**config.mk**
```make
export PLATFORM = sky130hd
export DESIGN_NAME = fxalu_front
export DESIGN_NICKNAME = d
export VERILOG_FILES = /design/src/fixed_point_q24_8_alu_unit_assert.svh /design/src/fxalu_pkg.sv /design/src/fxalu_front.sv
export SDC_FILE = /design/constraint.sdc
export NUM_CORES = 1
export LEC_CHECK = 0
export ABC_AREA = 1
export BUFFER_PORTS_ARGS = -buffer_cell sky130_fd_sc_hd__buf_2
export CAP_MARGIN = 20
export CORE_MARGIN = 5
export CORE_UTILIZATION = 40
export DETAILED_ROUTE_END_ITERATION = 10
export PLACE_DENSITY_LB_ADDON = 0.15
export SETUP_SLACK_MARGIN = 0.5
export SLEW_MARGIN = 5
export SYNTH_ARGS = -nofsm -noshare
export SYNTH_HDL_FRONTEND = slang
export SYNTH_SLANG_ARGS = --single-unit
```
**constraint.sdc**
```tcl
create_clock -name vclk -period 1.4
set_input_delay 0.07 -clock vclk [all_inputs]
set_output_delay 0.07 -clock vclk [all_outputs]
set_load 0.01 [all_outputs]
```
**src/fixed_point_q24_8_alu_unit_assert.svh**
```systemverilog
// ---------------------------------------------------------------------------
// Assertion macros for the Q24.8 ALU
// Clocked on i_clk and disabled while i_rst_n is low.
// ---------------------------------------------------------------------------
`ifndef FIXED_POINT_Q24_8_ALU_UNIT_ASSERT_SVH
`define FIXED_POINT_Q24_8_ALU_UNIT_ASSERT_SVH

`ifndef SYNTHESIS
`define FXALU_ASSERT(lbl, prop) \
    lbl: assert property (@(posedge i_clk) disable iff (!i_rst_n) prop) \
        else $error("fxalu assertion failed");
`define FXALU_NEVER(lbl, expr) \
    `FXALU_ASSERT(lbl, !(expr))
`else
`define FXALU_ASSERT(lbl, prop)
`define FXALU_NEVER(lbl, expr)
`endif

`endif

```
**src/fxalu_pkg.sv**
```systemverilog
// ---------------------------------------------------------------------------
// fxalu_pkg
// Shared constants, types and helpers of the Q24.8 ALU.
// ---------------------------------------------------------------------------
package fxalu_pkg;

    localparam int VALUE_W      = 32;
    localparam int FRAC_W       = 8;
    localparam int OP_W         = 4;
    localparam int QUO_W        = VALUE_W + FRAC_W;
    localparam int NSTG         = QUO_W + 3;
    localparam int QUEUE_DEPTH_DEF = 4;

    localparam logic [OP_W-1:0] OP_ADD  = 4'd0;
    localparam logic [OP_W-1:0] OP_SUB  = 4'd1;
    localparam logic [OP_W-1:0] OP_MUL  = 4'd2;
    localparam logic [OP_W-1:0] OP_DIV  = 4'd3;
    localparam logic [OP_W-1:0] OP_MIN  = 4'd4;
    localparam logic [OP_W-1:0] OP_MAX  = 4'd5;
    localparam logic [OP_W-1:0] OP_CMP  = 4'd6;
    localparam logic [OP_W-1:0] OP_INC  = 4'd7;
    localparam logic [OP_W-1:0] OP_DEC  = 4'd8;
    localparam logic [OP_W-1:0] OP_FROM = 4'd9;
    localparam logic [OP_W-1:0] OP_TO   = 4'd10;

    typedef enum logic [3:0] {
        CL_ADD, CL_MUL, CL_DIV, CL_MIN, CL_MAX, CL_FROM, CL_TO, CL_ZERO
    } t_class;

    typedef struct packed {
        t_class             cls;
        logic [VALUE_W-1:0] a;
        logic [VALUE_W-1:0] b;
        logic [VALUE_W:0]   addend;
        logic               lt;
        logic               eq;
        logic               gt;
    } t_item;

    typedef struct packed {
        t_class               cls;
        logic                 neg;
        logic [VALUE_W-1:0]   res;
        logic                 lt;
        logic                 eq;
        logic                 gt;
        logic                 ovf;
        logic                 dbz;
        logic [2*VALUE_W-1:0] prod;
        logic [VALUE_W-1:0]   mb;
        logic [VALUE_W-1:0]   rem;
        logic [QUO_W-1:0]     num;
    } t_stage;

    typedef struct packed {
        logic [VALUE_W-1:0] val;
        logic               ovf;
    } t_packed;

    // sign and magnitude to a raw word, saturating at the signed bounds
    function automatic t_packed sat_pack(input logic neg, input logic [63:0] mag);
        logic [63:0] lim;
        logic [63:0] m;
        t_packed     r;
        lim   = 64'(1) << (VALUE_W - 1);
        if (!neg) begin
            lim = lim - 64'(1);
        end
        m     = mag;
        r.ovf = 1'b0;
        if (mag > lim) begin
            m     = lim;
            r.ovf = 1'b1;
        end
        r.val = neg ? (~m[VALUE_W-1:0] + VALUE_W'(1)) : m[VALUE_W-1:0];
        return r;
    endfunction

endpackage

```
**src/fxalu_front.sv**
```systemverilog
// ---------------------------------------------------------------------------
// fxalu_front
// Decodes the operation into a class, builds the addend and compare flags.
// ---------------------------------------------------------------------------
module fxalu_front
    import fxalu_pkg::*;
(
    input  logic [OP_W-1:0]    i_operation,
    input  logic [VALUE_W-1:0] i_operand_a,
    input  logic [VALUE_W-1:0] i_operand_b,
    output t_item              o_item
);

    logic [VALUE_W:0] w_bext;

    assign w_bext = {i_operand_b[VALUE_W-1], i_operand_b};

    always_comb begin
        o_item.a      = i_operand_a;
        o_item.b      = i_operand_b;
        o_item.lt     = $signed(i_operand_a) < $signed(i_operand_b);
        o_item.eq     = i_operand_a == i_operand_b;
        o_item.gt     = $signed(i_operand_a) > $signed(i_operand_b);
        o_item.addend = w_bext;
        unique case (i_operation)
            OP_ADD:  o_item.cls = CL_ADD;
            OP_SUB: begin
                o_item.cls    = CL_ADD;
                o_item.addend = ~w_bext + (VALUE_W+1)'(1);
            end
            OP_INC: begin
                o_item.cls    = CL_ADD;
                o_item.addend = (VALUE_W+1)'(1);
            end
            OP_DEC: begin
                o_item.cls    = CL_ADD;
                o_item.addend = '1;
            end
            OP_MUL:  o_item.cls = CL_MUL;
            OP_DIV:  o_item.cls = CL_DIV;
            OP_MIN:  o_item.cls = CL_MIN;
            OP_MAX:  o_item.cls = CL_MAX;
            OP_FROM: o_item.cls = CL_FROM;
            OP_TO:   o_item.cls = CL_TO;
            OP_CMP:  o_item.cls = CL_ZERO;
            default: o_item.cls = CL_ZERO;
        endcase
    end

endmodule

```
== Word level (Yosys, flattened, before mapping) ==
Index checks and enable logic that the tools add are counted.

* Register bits after elaboration: 0
* Output and inout port bits: 104
* Logic and storage cells: 18

* Equal/unequal tests: 10
* $add $sub $neg: 1
* Multiplexer cells: 2
* Order comparisons: 2
* Bitwise gates (word level): 1
* Reduce and logical (&&, ||, !) cells: 2

{| class="wikitable"
|+ Operators with widths
! cell !! number
|-
| one-hot mux 33 bit (3 select lines) || 1
|-
| adder 33 x 1 -> 33 bit (second input constant) || 1
|-
| inverter 33 bit || 1
|-
| equality test 32 bit || 1
|-
| > comparator 32 bit || 1
|-
| less-than comparator 32 bit || 1
|-
| one-hot mux 3 bit (7 select lines) || 1
|-
| equality test 4 x 3 -> 1 bit (second input constant) || 3
|-
| equality test 4 bit (second input constant) || 3
|-
| equality test 4 x 2 -> 1 bit (second input constant) || 2
|-
| equality test 4 x 1 -> 1 bit (second input constant) || 1
|-
| zero test 4 bit || 1
|-
| OR reduction 4 bit || 1
|}

== Depth between registers and ports, before layout ==
* Depth in word-level cells: 3
* Gate-level depth with buffers: 16
* Gate-level depth less buffers: 16

== Worst setup path before layout ==
OpenSTA, ideal clock, no wires.

* Kind: input-to-output
* Start point: input port i_operand_b[23]
* End point: output port o_item[0] (netlist bit)
* Stages on the path: 7
* Data arrival time: 1324 ps
* Setup slack: 6 ps
* Buffers on the path: 0
* Cells stage by stage: clkinv_1 ha_1 nand2_1 nor2_1 nand4_1 nor3_1 nor2_1

{| class="wikitable"
|+ RTL lines
! item !! RTL line !! text
|-
| from (decl) || fxalu_front.sv:10 || <nowiki>input logic [VALUE_W-1:0] i_operand_b,</nowiki>
|-
| to (decl) || fxalu_front.sv:11 || <nowiki>output t_item o_item</nowiki>
|}

==> impl_metrics.json <==
{
  "hold_viol": 0,
  "nClkBuffers": 0,
  "worstSetupStartpointType": "input port",
  "whs_path_depth": 2,
  "holdCritPathClass": "in2out",
  "layout.nets": 808,
  "irDropWorstVdd_mv": 0.218,
  "cp_common_cell": "buf_6",
  "drt_iter0_drc": 346,
  "period_share": 1.20,
  "max_freq_mhz": 595,
  "initial_core_util": 0.415,
  "ant_nets": 0,
  "grt_pass1_wl_um": 20500,
  "die_x_um": 91.7,
  "design.core.area_um2": 6420,
  "nFillCells": 289,
  "worst_slack_ns": -0.280,
  "die_y_um": 91.7,
  "path_depth": 11,
  "ys_top_cells_by_count": "88 x nand2_1, 66 x buf_4, 50 x nor2_1, 49 x inv_1, 47 x nand3_1",
  "yosysTopAreaCell": "buf_4",
  "cp_max_fo": 3,
  "syn_to_final_growth_pct": 114,
  "fp-row-count": 29,
  "outcome": "finished with violations",
  "final_area_um2": 5710,
  "cts_hold_buffers": 0,
  "grt_max_degree": 13,
  "die-area_um2": 8400,
  "rsz0062_at_grt": "true",
  "powerDensity_nw_per_um2": 315,
  "ioPinCount": 172,
  "cp_top_family": "simple AND/OR/NAND/NOR gates",
  "crit_arrival_ns": 1.61,
  "fin_cells": 782,
  "maxCapViolCount": 0,
  "drt-total-wl_um": 16600,
  "path_buf_inv": 4,
  "place_area_um2": 4360,
  "antenna_found_initial": 0,
  "gr-total-overflow": 0,
  "diodes": 0,
  "period_needed_ns": 1.68,
  "synth_most_common_cell": "nand2_1",
  "seq_area_frac_synth": 0,
  "worst-endpoint-required_ns": 1.33,
  "synth_nets": 567,
  "syn_inst": 466,
  "setup-violations-final": 29,
  "drive_gt1_frac": 0.739,
  "grt_usage": 0.293,
  "timing.final.max_slew_violations": 0,
  "critPathKind": "in2out",
  "detail_route.vias_per_cell": 6.02,
  "synthesis.area_um2": 2670,
  "post_drt_wl_per_cell_um": 21.2,
  "io_buffers": 171,
  "firstDrtPassIters": 7,
  "seq_cell_count": 0,
  "violations": "negative setup slack",
  "cp_slowest_cell": "nor3_4",
  "syn_avg_cell_area_um2": 5.72,
  "dp_hpwl_um": 9150,
  "dp.cells": 735,
  "total_leakage_power_nw": 2.80,
  "max_stage_delay_ns": 0.29,
  "setup_tns_ns": -4.32,
  "yosys-top-cells-area": "buf_4 19%, ha_1 15%, nand2_1 12%",
  "regArea_um2": 0,
  "critical_path.cell_chain": "buf_6, buf_6, nor2_4, buf_6, nand2_4, nor3_4, nand3_1, nand2_1, nand3_1, o211ai_1, buf_2",
  "ys_types": 35,
  "vias": 4711,
  "synth_top_area_frac": 0.186,
  "end_kind": "primary output",
  "ys_warn_count": 0,
  "globalplace.congestion": 0.874,
  "grt_pass1_vias": 4328,
  "drc": 0
}
## cell families (layout without fill, tap and decap cells)
kind of cell,Yosys count,after routing,synth area share
and+or+nand+nor,219,219,0.386
buffers and inverters,131,370,0.279
AOI/OAI and AO/OA,82,82,0.179
adders and majority gates,33,33,0.155
other,1,1,0.00141
## area by class of cell
cell class | count | area, µm² | area share
well taps | 77 | 96.3 | 0.0169
multi-input cells | 335 | 2930 | 0.513
repair inverters | 2 | 8.76 | 0.00154
inverters | 59 | 363 | 0.0636
repair buffers | 309 | 2310 | 0.405
## where the power goes
group	leakage, nW	switching (W)	total (W)	internal, W
Combinational	2.80	0.000966	0.00180	0.000831
Sequential	0	0	0	0
Clock	0	0	0	0
## timing repair
item / CTS / global route
pin swaps: 73 / 45
resized for setup: 190 / 67
setup endpoints to repair: 37 / 39
endpoints found under the hold margin: 0 / 0
gates cloned: 3 / 0
setup buffers: 27 / 17
## through the flow
stage / power [W] / util / setup WS, ns / hold slack, ns
floorplan: 0.000779 / - / 0.196 / 0.232
global placement: 0.00130 / 0.678 / -0.139 / 0.344
detailed placement: 0.00133 / 0.678 / -0.180 / 0.343
CTS: 0.00158 / 0.826 / -0.0621 / 0.339
global route: 0.00189 / 0.888 / -0.281 / 0.340
finish: 0.00180 / 0.888 / -0.280 / 0.336
## placed cells by master, fill, tap and decap left out, drive strengths merged, types with 2 or more instances in the layout
cell | synthesis | routed
buf | 69 | 309
nand2 | 94 | 94
inv | 58 | 57
nor2 | 56 | 56
nand3 | 49 | 49
ha | 33 | 33
a21oi | 31 | 31
o21ai | 24 | 24
o211ai | 19 | 19
nand4 | 9 | 9
nor3 | 6 | 6
or2 | 2 | 2
and2 | 2 | 2
a31oi | 2 | 2
clkinv | 1 | 2
clkinvlp | 0 | 2
## routing by layer
metal,track usage,vias up,wire length (µm)
met2,0.549,455,7730
met4,0.119,0,1630
met3,0.0393,174,1820
li1,-,1981,-
met1,0.330,2101,5390
met5,0,-,0
## final timing paths
path / from / to / slack, ns
setup / recovery: i_operand_b[9] / o_item[29] / -0.28
hold / removal: i_operand_a[11] / o_item[79] / 0.34
Power figures use the tool's default switching activity.
