===== src/fixed_point_q24_8_alu_unit_assert.svh =====
// ---------------------------------------------------------------------------
// Assertion macros for the Q24.8 ALU
// Clocked on i_clk and disabled while i_rst_n is low.
// ---------------------------------------------------------------------------
`ifndef FIXED_POINT_Q24_8_ALU_UNIT_ASSERT_SVH
`define FIXED_POINT_Q24_8_ALU_UNIT_ASSERT_SVH

`ifndef SYNTHESIS
`define FXALU_ASSERT(lbl, prop) \
    lbl: assert property (@(posedge i_clk) disable iff (!i_rst_n) prop) \
        else $error("fxalu assertion failed");
`define FXALU_NEVER(lbl, expr) \
    `FXALU_ASSERT(lbl, !(expr))
`else
`define FXALU_ASSERT(lbl, prop)
`define FXALU_NEVER(lbl, expr)
`endif

`endif


===== src/fxalu_pkg.sv =====
// ---------------------------------------------------------------------------
// fxalu_pkg
// Shared constants, types and helpers of the Q24.8 ALU.
// ---------------------------------------------------------------------------
package fxalu_pkg;

    localparam int VALUE_W      = 32;
    localparam int FRAC_W       = 8;
    localparam int OP_W         = 4;
    localparam int QUO_W        = VALUE_W + FRAC_W;
    localparam int NSTG         = QUO_W + 3;
    localparam int QUEUE_DEPTH_DEF = 4;

    localparam logic [OP_W-1:0] OP_ADD  = 4'd0;
    localparam logic [OP_W-1:0] OP_SUB  = 4'd1;
    localparam logic [OP_W-1:0] OP_MUL  = 4'd2;
    localparam logic [OP_W-1:0] OP_DIV  = 4'd3;
    localparam logic [OP_W-1:0] OP_MIN  = 4'd4;
    localparam logic [OP_W-1:0] OP_MAX  = 4'd5;
    localparam logic [OP_W-1:0] OP_CMP  = 4'd6;
    localparam logic [OP_W-1:0] OP_INC  = 4'd7;
    localparam logic [OP_W-1:0] OP_DEC  = 4'd8;
    localparam logic [OP_W-1:0] OP_FROM = 4'd9;
    localparam logic [OP_W-1:0] OP_TO   = 4'd10;

    typedef enum logic [3:0] {
        CL_ADD, CL_MUL, CL_DIV, CL_MIN, CL_MAX, CL_FROM, CL_TO, CL_ZERO
    } t_class;

    typedef struct packed {
        t_class             cls;
        logic [VALUE_W-1:0] a;
        logic [VALUE_W-1:0] b;
        logic [VALUE_W:0]   addend;
        logic               lt;
        logic               eq;
        logic               gt;
    } t_item;

    typedef struct packed {
        t_class               cls;
        logic                 neg;
        logic [VALUE_W-1:0]   res;
        logic                 lt;
        logic                 eq;
        logic                 gt;
        logic                 ovf;
        logic                 dbz;
        logic [2*VALUE_W-1:0] prod;
        logic [VALUE_W-1:0]   mb;
        logic [VALUE_W-1:0]   rem;
        logic [QUO_W-1:0]     num;
    } t_stage;

    typedef struct packed {
        logic [VALUE_W-1:0] val;
        logic               ovf;
    } t_packed;

    // sign and magnitude to a raw word, saturating at the signed bounds
    function automatic t_packed sat_pack(input logic neg, input logic [63:0] mag);
        logic [63:0] lim;
        logic [63:0] m;
        t_packed     r;
        lim   = 64'(1) << (VALUE_W - 1);
        if (!neg) begin
            lim = lim - 64'(1);
        end
        m     = mag;
        r.ovf = 1'b0;
        if (mag > lim) begin
            m     = lim;
            r.ovf = 1'b1;
        end
        r.val = neg ? (~m[VALUE_W-1:0] + VALUE_W'(1)) : m[VALUE_W-1:0];
        return r;
    endfunction

endpackage


===== src/fxalu_queue.sv =====
// ---------------------------------------------------------------------------
// fxalu_queue
// Small flop-based FIFO between the decode front and the execute back.
// ---------------------------------------------------------------------------
module fxalu_queue
    import fxalu_pkg::*;
#(
    parameter int DEPTH = QUEUE_DEPTH_DEF
) (
    input  logic  i_clk,
    input  logic  i_rst_n,
    input  logic  i_push,
    input  t_item i_item,
    output logic  o_full,
    input  logic  i_pop,
    output logic  o_nempty,
    output t_item o_item
);

    localparam int PW = (DEPTH > 1) ? $clog2(DEPTH) : 1;
    localparam int CW = $clog2(DEPTH + 1);

    t_item          r_mem [DEPTH];
    logic [PW-1:0]  r_wp, r_rp, n_wp, n_rp;
    logic [CW-1:0]  r_count, n_count;
    logic           w_push, w_pop;

    assign o_full   = r_count == CW'(DEPTH);
    assign o_nempty = r_count != '0;
    assign o_item   = r_mem[r_rp];
    assign w_push   = i_push && !o_full;
    assign w_pop    = i_pop && o_nempty;

    always_comb begin
        n_wp    = r_wp;
        n_rp    = r_rp;
        n_count = r_count;
        if (w_push) begin
            n_wp = (r_wp == PW'(DEPTH - 1)) ? '0 : r_wp + PW'(1);
        end
        if (w_pop) begin
            n_rp = (r_rp == PW'(DEPTH - 1)) ? '0 : r_rp + PW'(1);
        end
        if (w_push && !w_pop) begin
            n_count = r_count + CW'(1);
        end else if (w_pop && !w_push) begin
            n_count = r_count - CW'(1);
        end
    end

    always_ff @(posedge i_clk) begin
        if (!i_rst_n) begin
            r_wp    <= '0;
            r_rp    <= '0;
            r_count <= '0;
        end else begin
            r_wp    <= n_wp;
            r_rp    <= n_rp;
            r_count <= n_count;
        end
    end

    always_ff @(posedge i_clk) begin
        if (w_push) begin
            r_mem[r_wp] <= i_item;
        end
    end

`include "fixed_point_q24_8_alu_unit_assert.svh"
    `FXALU_ASSERT(a_count_bound, r_count <= CW'(DEPTH))
    `FXALU_ASSERT(a_count_track, (w_push && !w_pop) |=> r_count == $past(r_count) + CW'(1))

endmodule


===== config.mk =====
export PLATFORM = sky130hd
export DESIGN_NAME = fxalu_queue
export DESIGN_NICKNAME = d
export VERILOG_FILES = /design/src/fxalu_pkg.sv /design/src/fxalu_queue.sv
export VERILOG_INCLUDE_DIRS = /design/src /design/src/src
export SDC_FILE = /design/constraint.sdc
export NUM_CORES = 1
export LEC_CHECK = 0
export CORE_MARGIN = 2
export CORE_UTILIZATION = 63
export CTS_CLUSTER_SIZE = 30
export DETAILED_ROUTE_END_ITERATION = 16
export DONT_BUFFER_PORTS = 1
export MAX_ROUTING_LAYER = met4
export PLACE_DENSITY_LB_ADDON = 0.3
export SKIP_LAST_GASP = 1
export SYNTH_ARGS = -nofsm -noshare
export SYNTH_HDL_FRONTEND = slang
export SYNTH_SLANG_ARGS = --single-unit
export TNS_END_PERCENT = 5

===== constraint.sdc =====
create_clock -name i_clk -period 4.18 [get_ports i_clk]
set_input_delay 0 -clock i_clk [delete_from_list [all_inputs] [get_ports i_clk]]
set_output_delay 0 -clock i_clk [all_outputs]
set_load 0.05 [all_outputs]

[After elaboration in Yosys (flattened, before gate mapping)]
Memory sizes are Yosys's and may differ from the RTL's. A register that Yosys moved wholly into a read port is not among the register bits.
Cells that the tools add are included.
Storage, ports and cells
  register bits: 7
  bits in writable memories: 416
  output and inout bits: 106
  memories: 1
Memories
  r_mem: depth 4, width 104, read ports 1, clocked after Yosys merged registers in 1, wr ports 1, RTL line fxalu_queue.sv:23  | t_item r_mem [DEPTH];
Operators by class
  add/subtract/negate cells: 4
  eq/ne operators: 3
  multiplexer cells: 8
  reduce and logical (&&, ||, !) cells: 9
Operator list (number)
  two-way mux 2 bit: 4
  two-way mux 3 bit: 2
  adder 2 x 1 -> 2 bit (second input constant): 2
  equality test 2 bit (second input constant): 2
  logical AND 1 bit: 4
  adder 3 x 1 -> 3 bit (second input constant): 1
  equality test 3 bit (second input constant): 1
  logical NOT 1 bit: 3
  nonzero test 3 bit: 1
  subtractor 3 x 1 -> 3 bit (second input constant): 1
  two-way mux 1 bit: 2
  nonzero test 2 bit: 1

[Depth between registers and ports, before layout]
  depth in word-level cells: 7
  mapped depth: 9
  depth with buffers taken out: 8

[Worst setup path before layout]
OpenSTA, ideal clock, no wires.
  path type: reg-to-reg
  start point: reg r_count[0]
  end point: mem r_mem[1][0] in the netlist's numbering (enable)
  library setup time: 0.475 ns
  arrival: 3.497 ns
  required time: 3.705 ns
  path slack: 0.208 ns
  stages on the path, launching flop included: 5
  buffers on the path: 1
  path through: dfxtp_1 > nor3b_1 > nor2b_1 > clkbuf_1 > and2_1
Between the ends
  longest elaborated chain between the ends: 5
Ends and longest elaborated chain
  start, declared: RTL line fxalu_queue.sv:25  | logic [CW-1:0] r_count, n_count;
  start signal, assigned: RTL line fxalu_queue.sv:59  | r_count <= n_count;
  equality test 3 bit: RTL line fxalu_queue.sv:28  | assign o_full = r_count == CW'(DEPTH);
  net o_full: RTL line fxalu_queue.sv:14  | output logic o_full,
  logical NOT 1 bit: RTL line fxalu_queue.sv:31  | assign w_push = i_push && !o_full;
  logical AND 1 bit: RTL line fxalu_queue.sv:31
  net w_push: RTL line fxalu_queue.sv:26  | logic w_push, w_pop;
  two-way mux 1 bit: RTL line fxalu_queue.sv:64  | if (w_push) begin
  two-way mux 1 bit (implied by the code): RTL line fxalu_queue.sv:65  | r_mem[r_wp] <= i_item;
  end, declared: RTL line fxalu_queue.sv:23
The timed path passes the listed nets, and every way through them passes these cells.

[Final worst setup path]
  start point: reg r_count[0]
  end point: mem r_mem[3][15] in the netlist's numbering (enable)
Between the ends
  longest elaborated chain between the ends: 5
Ends and longest elaborated chain (RTL line)
  equality test 3 bit: fxalu_queue.sv:28
  net o_full: fxalu_queue.sv:14
  logical NOT 1 bit: fxalu_queue.sv:31
  logical AND 1 bit: fxalu_queue.sv:31
  two-way mux 1 bit: fxalu_queue.sv:64
  two-way mux 1 bit (implied by the code): fxalu_queue.sv:65
The timed path passes the listed nets, and every way through them passes these cells.

==> flow_metrics.tcl <==
set metrics [dict create \
    outcome "finished, final reports clean" \
    slowest_delay_ns 0.77 \
    crit_chain "nor3b_2 -> nor2b_1 -> and2_4 -> buf_4" \
    wl_um 29200 \
    core-area_um2 24200 \
    wl_per_cell_um 26.8 \
    cts.repair.resized 0 \
    syn2layout_area_growth_pct 18.0 \
    setup_viol 0 \
    io_pins 214 \
    period_share 0.710 \
    grt_pass1_wl_um 44100 \
    grt-ovfl-total 0 \
    rsz0062_at_grt "no" \
    grt_max_degree 57 \
    p_total_mw 12.6 \
    layout_common_cells "edfxtp_1, dlygate4sd3_1, mux4_2, clkbuf_16, buf_4" \
    die_w_um 161 \
    arrival_ns 3.13 \
    die-height_um 161 \
    num_vias 6664 \
    synth.distinct_cells 23 \
    placed_area_um2 15800 \
    fmax_mhz 337 \
    fin_skew_ns 0.0193 \
    synth_nets 710 \
    crit_family "simple AND/OR/NAND/NOR gates" \
    cts_buffers 41 \
    ir_drop_mv 0.425 \
    std_cell_rows 57 \
    drive_above_1_share 0.243 \
    leakage_nw 5.76 \
    drv_slew 0 \
    synthArstFlopShare 0 \
    drtIter0Drc 447 \
    fin_nets 846 \
    cts_tree "yes" \
    post_cts_buffers 0 \
    path_buf_inv 1 \
    antenna_found_initial 2 \
    slew_headroom 0.360 \
    viasPerCell 6.12 \
    min_path_type "in2reg" \
    synth-seq-cells 425 \
    cts-root-buf "clkbuf_16" \
    cap_viol_max_count 0 \
    clkTransAtPathRegs_ns 0.06 \
    stdcell_area_um2 18300 \
    syn_inst 595 \
    first_global_vias 7164 \
    finalHoldViolCount 0 \
    fin_hold_ws_ns 0.178 \
    power.density_nw_per_um2 687 \
    drc 0 \
    path_class "reg2reg" \
    critPathMaxFanout 52 \
    cts_max_level 2 \
    routabilityCongestion 0.798 \
    period_minus_slack_ns 2.97 \
    worst_pin_slew_ns 0.956 \
    final_common_cell "edfxtp_1" \
    worst_setup_path_start_kind "flop" \
    die_area_um2 25900 \
    critPathSlowestCell "and2_4" \
    worstSkewPairLatency_ns 0.53 \
    ant_nets 0 \
    avgSynthCellArea_um2 26.1 \
    post-dp-hpwl_um 16300 \
    initial_core_util 0.639 \
    synth_edf_count 416 \
    cts_hold_repair.buffers 107 \
    yosysWarnings 0 \
    io_buffers 0 \
    synthFlopType "edfxtp_1" \
    required_ns 4.34 \
    tns_ns 0 \
    dpl_worst_slack_ns 1.22 \
    setup_slack_ns 1.21 \
    cts_sinks 425 \
    dr.pass1.iters 5 \
    clockBufferDepth 3 \
    synth_seq_area_share 0.818 \
    grtUsageTotal 0.238 \
    synth.cell_area_um2 15500 \
    nFillCells 1306 \
    crit_path_end_kind "flop" \
]
## metal layers
| layer | routed length (um) | track usage |
|---|---|---|
| met5 | 0 | - |
| met4 | 707 | 0.0657 |
| met3 | 2290 | 0.0589 |
| met2 | 15200 | 0.395 |
| met1 | 11000 | 0.300 |
## cells by family (layout without fill, tap and decap cells)
family,after synthesis,in the layout,share of synthesized area
adder cells (fa/ha/maj),7,7,0.00613
XOR/XNOR,2,2,0.00113
flip-flops,425,425,0.818
AO/OA/AOI/OAI,5,5,0.00194
multiplexers,107,107,0.153
buffers and inverters,29,196,0.0135
AND/OR/NAND/NOR,20,20,0.00670
other,0,3,0
## worst register-to-register path, stage by stage, from the launching register on
cell,delay [ns]
dfxtp_1,0.46
nor3b_2,0.21
nor2b_1,0.60
and2_4,0.77
buf_4,0.53
## cell type report
| cell class | count | area, um^2 | area share |
|---|---|---|---|
| tap | 324 | 405 | 0.0222 |
| inverter | 3 | 11.3 | 0.000616 |
| multi-input combinational | 141 | 2630 | 0.144 |
| clock buffer | 52 | 1130 | 0.0618 |
| timing repair buffer | 119 | 1170 | 0.0642 |
| antenna | 3 | 7.51 | 0.000410 |
| sequential | 425 | 12700 | 0.693 |
| clock inverter | 22 | 249 | 0.0136 |
## where the power goes
part / switching [mW] / internal, mW / leakage, nW
sequential: 0.248 / 5.19 / 3.89
combinational: 2.53 / 0.898 / 1.21
clock: 1.47 / 2.23 / 0.666
total: 4.25 / 8.32 / 5.76
## final timing paths
| check | depth (start not counted) | to | start | slack (ns) |
|---|---|---|---|---|
| max | 4 | r_mem[3][15] | r_count[0] | 1.21 |
| min reg2reg | 2 | flop | r_rp[1] | 0.52 |
| min | 1 | r_mem[0][85] | i_item[85] | 0.18 |
| max reg2reg | 4 | r_mem[3][15] | r_count[0] | 1.21 |
## through the flow
step,std cells,utilization
floorplan,595,-
global placement,905,0.653
detailed placement,905,0.653
CTS,1086,0.754
global route,1088,0.754
finish,1089,0.754
## synth_stat cells (3+ instances only)
cell,instances,area share
edfxtp_1,416,0.81
mux4_2,104,0.15
buf_2,11,0.0036
dfxtp_1,9,0.012
buf_8,7,0.0068
clkbuf_1,7,0.0017
ha_1,6,0.0048
nand2_1,6,0.0015
and2_1,5,0.0020
inv_1,3,0.00073
mux2i_1,3,0.0019
o21ai_0,3,0.00097
## state kept, by name (all words and copies together) (netlist names), named ones only
name,flops
r_mem,416
r_rp,2
r_count,3
r_wp,2
Note: power is estimated with default switching activity, not from simulation.
